===== config.mk =====
export PLATFORM = sky130hd
export DESIGN_NAME = ecfl_iter_unit
export DESIGN_NICKNAME = d
export VERILOG_FILES = /design/src/hw/rtl/ecfl_pkg.sv /design/src/hw/rtl/ecfl_iter_unit.sv
export SDC_FILE = /design/constraint.sdc
export NUM_CORES = 1
export LEC_CHECK = 0
export BUFFER_PORTS_ARGS = -buffer_cell sky130_fd_sc_hd__buf_2
export CAP_MARGIN = 5
export CORE_UTILIZATION = 50
export CTS_CLUSTER_DIAMETER = 200
export CTS_CLUSTER_SIZE = 30
export DETAILED_ROUTE_END_ITERATION = 8
export GPL_TIMING_DRIVEN = 1
export PLACE_DENSITY = 0.73
export SLEW_MARGIN = 0
export SYNTH_ARGS = -nofsm -noshare
export SYNTH_HDL_FRONTEND = slang
export SYNTH_SLANG_ARGS = --single-unit

===== constraint.sdc =====
create_clock -name clk -period 5.82 [get_ports clk]
set_clock_uncertainty 0.2 [all_clocks]
set_input_delay 0.873 -clock clk [delete_from_list [all_inputs] [get_ports clk]]
set_output_delay 0.873 -clock clk [all_outputs]
set_load 0.01 [all_outputs]

===== src/hw/rtl/ecfl_pkg.sv =====
// Shared types, codes and constants of the CFL maximum signal speed reducer.
package ecfl_pkg;

  localparam int FRAC_BITS_DEF = 16;
  localparam int SQ_W          = 62;
  localparam int REM_W         = 34;
  localparam int ACC_W         = 96;
  localparam int SQRT_STEPS    = SQ_W / 2;
  localparam int GAMMA_FRAC    = 12;
  localparam int EK_CAP_BIT    = 48;
  localparam int DIFF_CAP_BIT  = 47;

  localparam logic [30:0] MAX31       = 31'h7FFF_FFFF;
  localparam logic [13:0] GAMMA_RST   = 14'd6827;
  localparam logic [14:0] GAMMA_ONE   = 15'd4096;
  localparam logic [30:0] P_FLOOR_RST = 31'd1;

  typedef enum logic [1:0] {
    CFG_GAMMA      = 2'd0,
    CFG_SPEED_MODE = 2'd1,
    CFG_CLAMP      = 2'd2,
    CFG_FLOOR      = 2'd3
  } cfg_idx_t;

  typedef struct packed {
    logic start;
    logic is_sqrt;
  } iter_cmd_t;

  typedef enum logic [4:0] {
    ST_IDLE,
    ST_START,
    ST_VX_GO,
    ST_VX_WAIT,
    ST_VY_GO,
    ST_VY_WAIT,
    ST_VZ_GO,
    ST_VZ_WAIT,
    ST_SQ_X,
    ST_SQ_Y,
    ST_SQ_Z,
    ST_SUM_Z,
    ST_EK_LO,
    ST_EK_HI,
    ST_EK_ACC,
    ST_DIFF,
    ST_PR_LO,
    ST_PR_HI,
    ST_PR_ACC,
    ST_PRES,
    ST_R_GO,
    ST_R_WAIT,
    ST_X_LO,
    ST_X_HI,
    ST_X_ACC,
    ST_X_CHK,
    ST_SQRT_GO,
    ST_SQRT_WAIT,
    ST_CAND,
    ST_FINISH
  } state_t;

endpackage


===== src/hw/rtl/ecfl_iter_unit.sv =====
// Shared bit-serial unit: restoring divide or integer square root, one bit per cycle.
module ecfl_iter_unit #(
  parameter int FRAC_BITS = ecfl_pkg::FRAC_BITS_DEF
) (
  input  logic                        clk,
  input  logic                        rst_n,
  input  ecfl_pkg::iter_cmd_t         cmd,
  input  logic [ecfl_pkg::SQ_W-1:0]   opnd,
  input  logic [30:0]                 den,
  output logic                        done,
  output logic [32+FRAC_BITS-1:0]     q
);

  localparam int NW = 32 + FRAC_BITS;
  localparam int SW = ecfl_pkg::SQ_W;
  localparam int RW = ecfl_pkg::REM_W;
  localparam int CW = $clog2(NW + 1);

  logic          busy_r;
  logic          done_r;
  logic          sqrt_r;
  logic [CW-1:0] cnt_r;
  logic [SW-1:0] sh_r;
  logic [RW-1:0] rem_r;
  logic [NW-1:0] q_r;

  logic [RW-1:0] rem_sh;
  logic [RW-1:0] trial;
  logic          ge;
  logic [RW-1:0] rem_nxt;

  always_comb begin
    if (sqrt_r) begin
      rem_sh = {rem_r[RW-3:0], sh_r[SW-1:SW-2]};
      trial  = {q_r[RW-3:0], 2'b01};
    end else begin
      rem_sh = {rem_r[RW-2:0], sh_r[SW-1]};
      trial  = RW'(den);
    end
    ge      = rem_sh >= trial;
    rem_nxt = ge ? (rem_sh - trial) : rem_sh;
  end

  always_ff @(posedge clk) begin
    if (!rst_n) begin
      busy_r <= 1'b0;
      done_r <= 1'b0;
      cnt_r  <= '0;
    end else if (cmd.start) begin
      busy_r <= 1'b1;
      done_r <= 1'b0;
      cnt_r  <= cmd.is_sqrt ? CW'(ecfl_pkg::SQRT_STEPS) : CW'(NW);
    end else if (busy_r) begin
      cnt_r  <= cnt_r - CW'(1);
      busy_r <= (cnt_r != CW'(1));
      done_r <= (cnt_r == CW'(1));
    end else begin
      done_r <= 1'b0;
    end
  end

  always_ff @(posedge clk) begin
    if (cmd.start) begin
      sqrt_r <= cmd.is_sqrt;
      sh_r   <= opnd;
      rem_r  <= '0;
      q_r    <= '0;
    end else if (busy_r) begin
      sh_r  <= sqrt_r ? (sh_r << 2) : (sh_r << 1);
      rem_r <= rem_nxt;
      q_r   <= {q_r[NW-2:0], ge};
    end
  end

  assign done = done_r;
  assign q    = q_r;

endmodule


# ---- Word level (Yosys, flattened, before mapping)
# Index checks and enable logic that the tools add are counted.
# Widths: inputs -> output; s select.
dict set report totals {
  wordCells 27
  regBits 152
}
dict set report classes {
  magnitude_cmp 1
  mux 11
  n_bitwise 2
  n_addsub 2
  eq_ne 2
  n_reduce_logical 2
}
# op count
set op_table {}
lappend op_table {{$mux 62} 3}
lappend op_table {{$mux 34} 2}
lappend op_table {{$ge 34x34->1} 1}
lappend op_table {{$mux 33} 1}
lappend op_table {{$sub 33x33->33} 1}
lappend op_table {{$mux 6} 3}
lappend op_table {{$eq 6x1->1 const B} 1}
lappend op_table {{$ne 6x1->1 const B} 1}
lappend op_table {{$sub 6x1->6 const B} 1}
lappend op_table {{$reduce_or 3->1} 1}
lappend op_table {{$mux 1} 2}
lappend op_table {{$not 1->1} 2}
lappend op_table {{$reduce_bool 2->1} 1}

# ---- Depth between registers and ports, before layout
dict set report depth {
  depth_word 3
  depth_mapped 17
  ltp_nobuf 12
}

# ---- Worst setup path before layout
# OpenSTA, ideal clock, no wires.
dict set report synth_path {
  kind {register -> register}
  startpoint {register sqrt_r}
  endpoint {register rem_r[28]}
  t_arrival_ns 4.102
  path_buffers 5
  path_slack_ns 1.401
  setup_time_ns 0.116
  stages_incl_launch_ff 16
  path_cell_list {edfxtp_1 clkbuf_1 clkbuf_1 buf_2 buf_1 mux2i_1 ha_1 a211oi_1 nor2_1 o31ai_2 a21oi_1 a41oi_1 nor2_4 buf_4 or3_1 o211a_1}
}
dict set report synth_between {
  elab_chain_len 3
}
# item line
set synth_lines {}
lappend synth_lines {{start, declared} ecfl_iter_unit.sv:21} ;# logic sqrt_r;
lappend synth_lines {{start signal, assigned} ecfl_iter_unit.sv:64} ;# sqrt_r <= cmd.is_sqrt;
lappend synth_lines {{$mux 34} ecfl_iter_unit.sv:33} ;# if (sqrt_r) begin
lappend synth_lines {{$sub 33x33->33 / $ge 34x34->1 (equally long branches)} {ecfl_iter_unit.sv:41, ecfl_iter_unit.sv:40}}
lappend synth_lines {{$mux 33 (*)} ecfl_iter_unit.sv:41} ;# rem_nxt = ge ? (rem_sh - trial) : rem_sh;
lappend synth_lines {{end signal, assigned} ecfl_iter_unit.sv:70} ;# rem_r <= rem_nxt;
lappend synth_lines {{end, declared} ecfl_iter_unit.sv:24} ;# logic [RW-1:0] rem_r;
# Mark *: on every way between the ends. The rest lies on a longest branch, timed or not.
# A chain may end at the register's enable or synchronous reset.

# ---- Final worst setup path
dict set report layout_path {
  startpoint {register sqrt_r}
  endpoint {register rem_r[31]}
}
# The elaborated chain is that of the path after synthesis.

==> summary.md <==
- complete, no violations — status
- 9.45 um2 — Post-Syn Area per Cell
- rem_r[31]$_SDFFE_PP0P_ — Reg-to-Reg End
- 970 — number of cells produced by synthesis
- sky130_fd_sc_hd__clkbuf_16 — CTS root buf
- 1.02 ns — Worst R2R Setup Slack
- no — RSZ-0062 raised after global routing
- 0.234 — Slew headroom
- rem_r[31]$_SDFFE_PP0P_ — worst setup path endpoint
- 15.2 um — routed len/inst
- 1327 — Final Non-Filler Cells
- 0 — number of buffers added for setup after CTS
- 1219 — Post-layout nets
- 0 — hold buffer count at CTS
- 4.97 ns — Arrival @ worst endpoint
- 0.825 — final worst-path cycle share
- 4.80 ns — Min Clock Period, post-route
- 0 ns — setup TNS
- 152 — synthesized flop and latch total
- sky130_fd_sc_hd__dfxtp_1 — dominant register cell in the synthesized netlist
- 0 — antenna cells
- 0.06 ns — CTS clk-pin slew, worst paths
- 0.401 — share of synthesized area occupied by flip-flops and latches
- 0.00466 uW — P_leak
- 32400 um — first-pass GRT wire length
- 0.42 ns — insertion delay to the later sink of the worst-skew pair
- reg2reg — worst min-delay path class
- 5.51 — Vias per Instance
- 115 — pin count of the biggest net entering global routing
- 10000 um2 — placed inst area
- 370 — violation count after the first detailed-routing iteration
- 14000 um — final HPWL from detailed placement
- 152 — Clock Sink Count
- 0 — grt total ovfl
- 6 — Pre-antenna DRT Iters
- 15.9% — growth of design area from synthesis to finish
- 1295 — Cells after DPL
- 2 — buffers from clock root to sink, at most
- 0 — async set-reset flop share out of synthesis
- built — clock tree from TritonCTS
- sqrt_r$_DFFE_PP_ — startpoint of the most critical setup path
- 7306 — count of vias placed by the detailed router
- 208 MHz — top achievable clock speed
- 6752 — number of global-route vias before repair
- 49 — number of cell rows
- 0.238 mV — VDD IR-drop max
- 0 — synthesis warning total
- 0 — max-cap violations
- 20100 um — routed wire length
- 1.15 ns — pin slew with the least headroom to its limit
- 44 — crit path max fanout
- 5.98 ns — required time of the critical path
- register — nature of the critical path startpoint
- 9160 um2 — cell area after synthesis
- 0 — residual antenna-violating net count after detailed routing
- sqrt_r$_DFFE_PP_ — worst r2r src
- register — element type at the critical path end
- 0 — number of endpoints with negative hold slack in the final report
- 137 um — Die W
- sky130_fd_sc_hd__mux2i_1 (151), sky130_fd_sc_hd__buf_2 (144), sky130_fd_sc_hd__nand2_1 (121), sky130_fd_sc_hd__nor2_1 (103), sky130_fd_sc_hd__o21ai_0 (92) — leading cell types in the layout, fill and taps excluded
- 146 — I/O pins
- 0 — post-route DRC violation count
- 0 — number of antenna violations at the first check in global routing
- 65 — distinct cell type count after synthesis
- 63 — number of flops mapped to enable cells by yosys
- 0.510 — starting utilization of the core area
- reg2reg — worst setup path class
- 145 — count of port buffers added during placement
- 10600 um2 — final std cell area, no fill
- 0 — Resized cells post-CTS
- 4 — H-tree level count
- 0 — final number of max-transition violations
- 137 um — Die H
- 0 — final setup violation count
- 0.216 — layout cells sized above 1
- sky130_fd_sc_hd__mux2i_1 — leading cell type in the layout, fill and taps excluded
- 0.892 — placer's final routability congestion estimate
- 1104 — Post-Synthesis Net Count
- 0.218 — GRT Resource Usage Total
- 352 nW/um2 — P per Cell Area
- 17 — CTS Buf Count
- 18900 um2 — floorplan die area
- 11 — logic depth of the worst register-to-register path
- 18000 um2 — Floorplan Core Area
-- critical path, stage by stage, from the launching register on --
cell and delay (ns):
sky130_fd_sc_hd__edfxtp_1 0.71, sky130_fd_sc_hd__buf_4 0.28, sky130_fd_sc_hd__mux2_2 0.37, sky130_fd_sc_hd__ha_1 0.50, sky130_fd_sc_hd__nand4_2 0.18, sky130_fd_sc_hd__or3_4 0.41
sky130_fd_sc_hd__nand2_1 0.08, sky130_fd_sc_hd__a41oi_1 0.31, sky130_fd_sc_hd__nor2_4 0.95, sky130_fd_sc_hd__nand2_1 0.24, sky130_fd_sc_hd__or3_1 0.38, sky130_fd_sc_hd__nand3_1 0.07
-- cells in the mapped netlist (3+ instances only) --
cell | number | share of area
sky130_fd_sc_hd__xnor2_1 | 20 | 0.019
sky130_fd_sc_hd__a311oi_1 | 4 | 0.0038
sky130_fd_sc_hd__o211ai_1 | 5 | 0.0041
sky130_fd_sc_hd__xor2_1 | 12 | 0.011
sky130_fd_sc_hd__a31oi_1 | 6 | 0.0041
sky130_fd_sc_hd__o21bai_1 | 3 | 0.0025
sky130_fd_sc_hd__o21a_1 | 5 | 0.0041
sky130_fd_sc_hd__a22o_1 | 4 | 0.0038
sky130_fd_sc_hd__a221oi_1 | 3 | 0.0029
sky130_fd_sc_hd__o21ai_0 | 92 | 0.050
sky130_fd_sc_hd__a211oi_1 | 20 | 0.016
sky130_fd_sc_hd__nand2_1 | 121 | 0.050
sky130_fd_sc_hd__buf_4 | 3 | 0.0025
sky130_fd_sc_hd__nor2_1 | 103 | 0.042
sky130_fd_sc_hd__nand3_1 | 7 | 0.0038
sky130_fd_sc_hd__nand2b_1 | 5 | 0.0034
sky130_fd_sc_hd__nand4_1 | 7 | 0.0048
sky130_fd_sc_hd__dfxtp_1 | 89 | 0.19
sky130_fd_sc_hd__a21oi_1 | 45 | 0.025
sky130_fd_sc_hd__a21o_1 | 8 | 0.0066
sky130_fd_sc_hd__ha_1 | 36 | 0.049
sky130_fd_sc_hd__clkbuf_1 | 32 | 0.013
sky130_fd_sc_hd__inv_1 | 14 | 0.0057
sky130_fd_sc_hd__nor2b_1 | 5 | 0.0034
sky130_fd_sc_hd__buf_1 | 19 | 0.0078
sky130_fd_sc_hd__mux2_2 | 34 | 0.042
sky130_fd_sc_hd__edfxtp_1 | 63 | 0.21
sky130_fd_sc_hd__mux2i_1 | 151 | 0.16
sky130_fd_sc_hd__nor3_1 | 7 | 0.0038
-- routing by layer --
metal	vias to the layer above	global-route usage	routed length [um]
li1	3746	-	-
met1	3350	0.286	9570
met2	175	0.353	9270
met3	35	0.0361	808
met4	0	0.0910	458
met5	-	0	0
-- cells by family (layout without fill, tap and decap cells) --
| family | Yosys count | count (layout) | share of synthesized area |
|---|---|---|---|
| AOI/OAI and AO/OA | 219 | 219 | 0.152 |
| xor gates and xnor gates | 32 | 32 | 0.0306 |
| adders and majority gates | 37 | 37 | 0.0513 |
| buffers and inverters | 71 | 199 | 0.0306 |
| DFF | 152 | 152 | 0.401 |
| muxes | 185 | 185 | 0.207 |
| and+or+nand+nor | 274 | 274 | 0.128 |
-- stage by stage --
stage	setup WS (ns)	hold slack (ns)	power (uW)	util
after floorplan	1.40	0.249	2370	-
after global placement	1.26	0.267	2610	0.558
after detailed placement	1.11	0.286	2630	0.558
after CTS	1.08	0.299	3750	0.591
after global routing	0.638	0.314	3970	0.591
final	1.02	0.292	3740	0.591
-- report_power, final --
group / switching (uW) / internal (uW) / leakage [uW]
clock: 470 / 641 / 0.000280
sequential: 75.0 / 1230 / 0.00137
combinational: 762 / 564 / 0.00300
-- layout make-up --
type | count | area [um2]
Sequential cell | 152 | 3680
Multi-Input combinational cell | 747 | 5210
Tap cell | 229 | 287
Inverter | 15 | 56.3
Clock buffer | 17 | 425
Clock inverter | 15 | 166
Timing Repair Buffer | 152 | 797
Fill cell | 1553 | 7340
-- worst min-delay path by stage --
stage                                 from                      to  slack, ns  cells past startpoint
finish              rem_r[32]$_SDFFE_PP0P_  rem_r[32]$_SDFFE_PP0P_       0.29                      2
global route        rem_r[32]$_SDFFE_PP0P_  rem_r[32]$_SDFFE_PP0P_       0.31                      2
CTS                 rem_r[32]$_SDFFE_PP0P_  rem_r[32]$_SDFFE_PP0P_       0.30                      2
detailed placement  rem_r[32]$_SDFFE_PP0P_  rem_r[32]$_SDFFE_PP0P_       0.29                      2
global placement    rem_r[32]$_SDFFE_PP0P_  rem_r[32]$_SDFFE_PP0P_       0.27                      2
floorplan           rem_r[24]$_SDFFE_PP0P_  rem_r[24]$_SDFFE_PP0P_       0.25                      2
-- flip-flops by register name, summed over array words and instances (netlist names) --
register,cells
q,48
cnt_r,6
done,1
busy_r,1
rem_r,33
sqrt_r,1
sh_r,62
No activity file was read; power rests on OpenSTA's default activity.
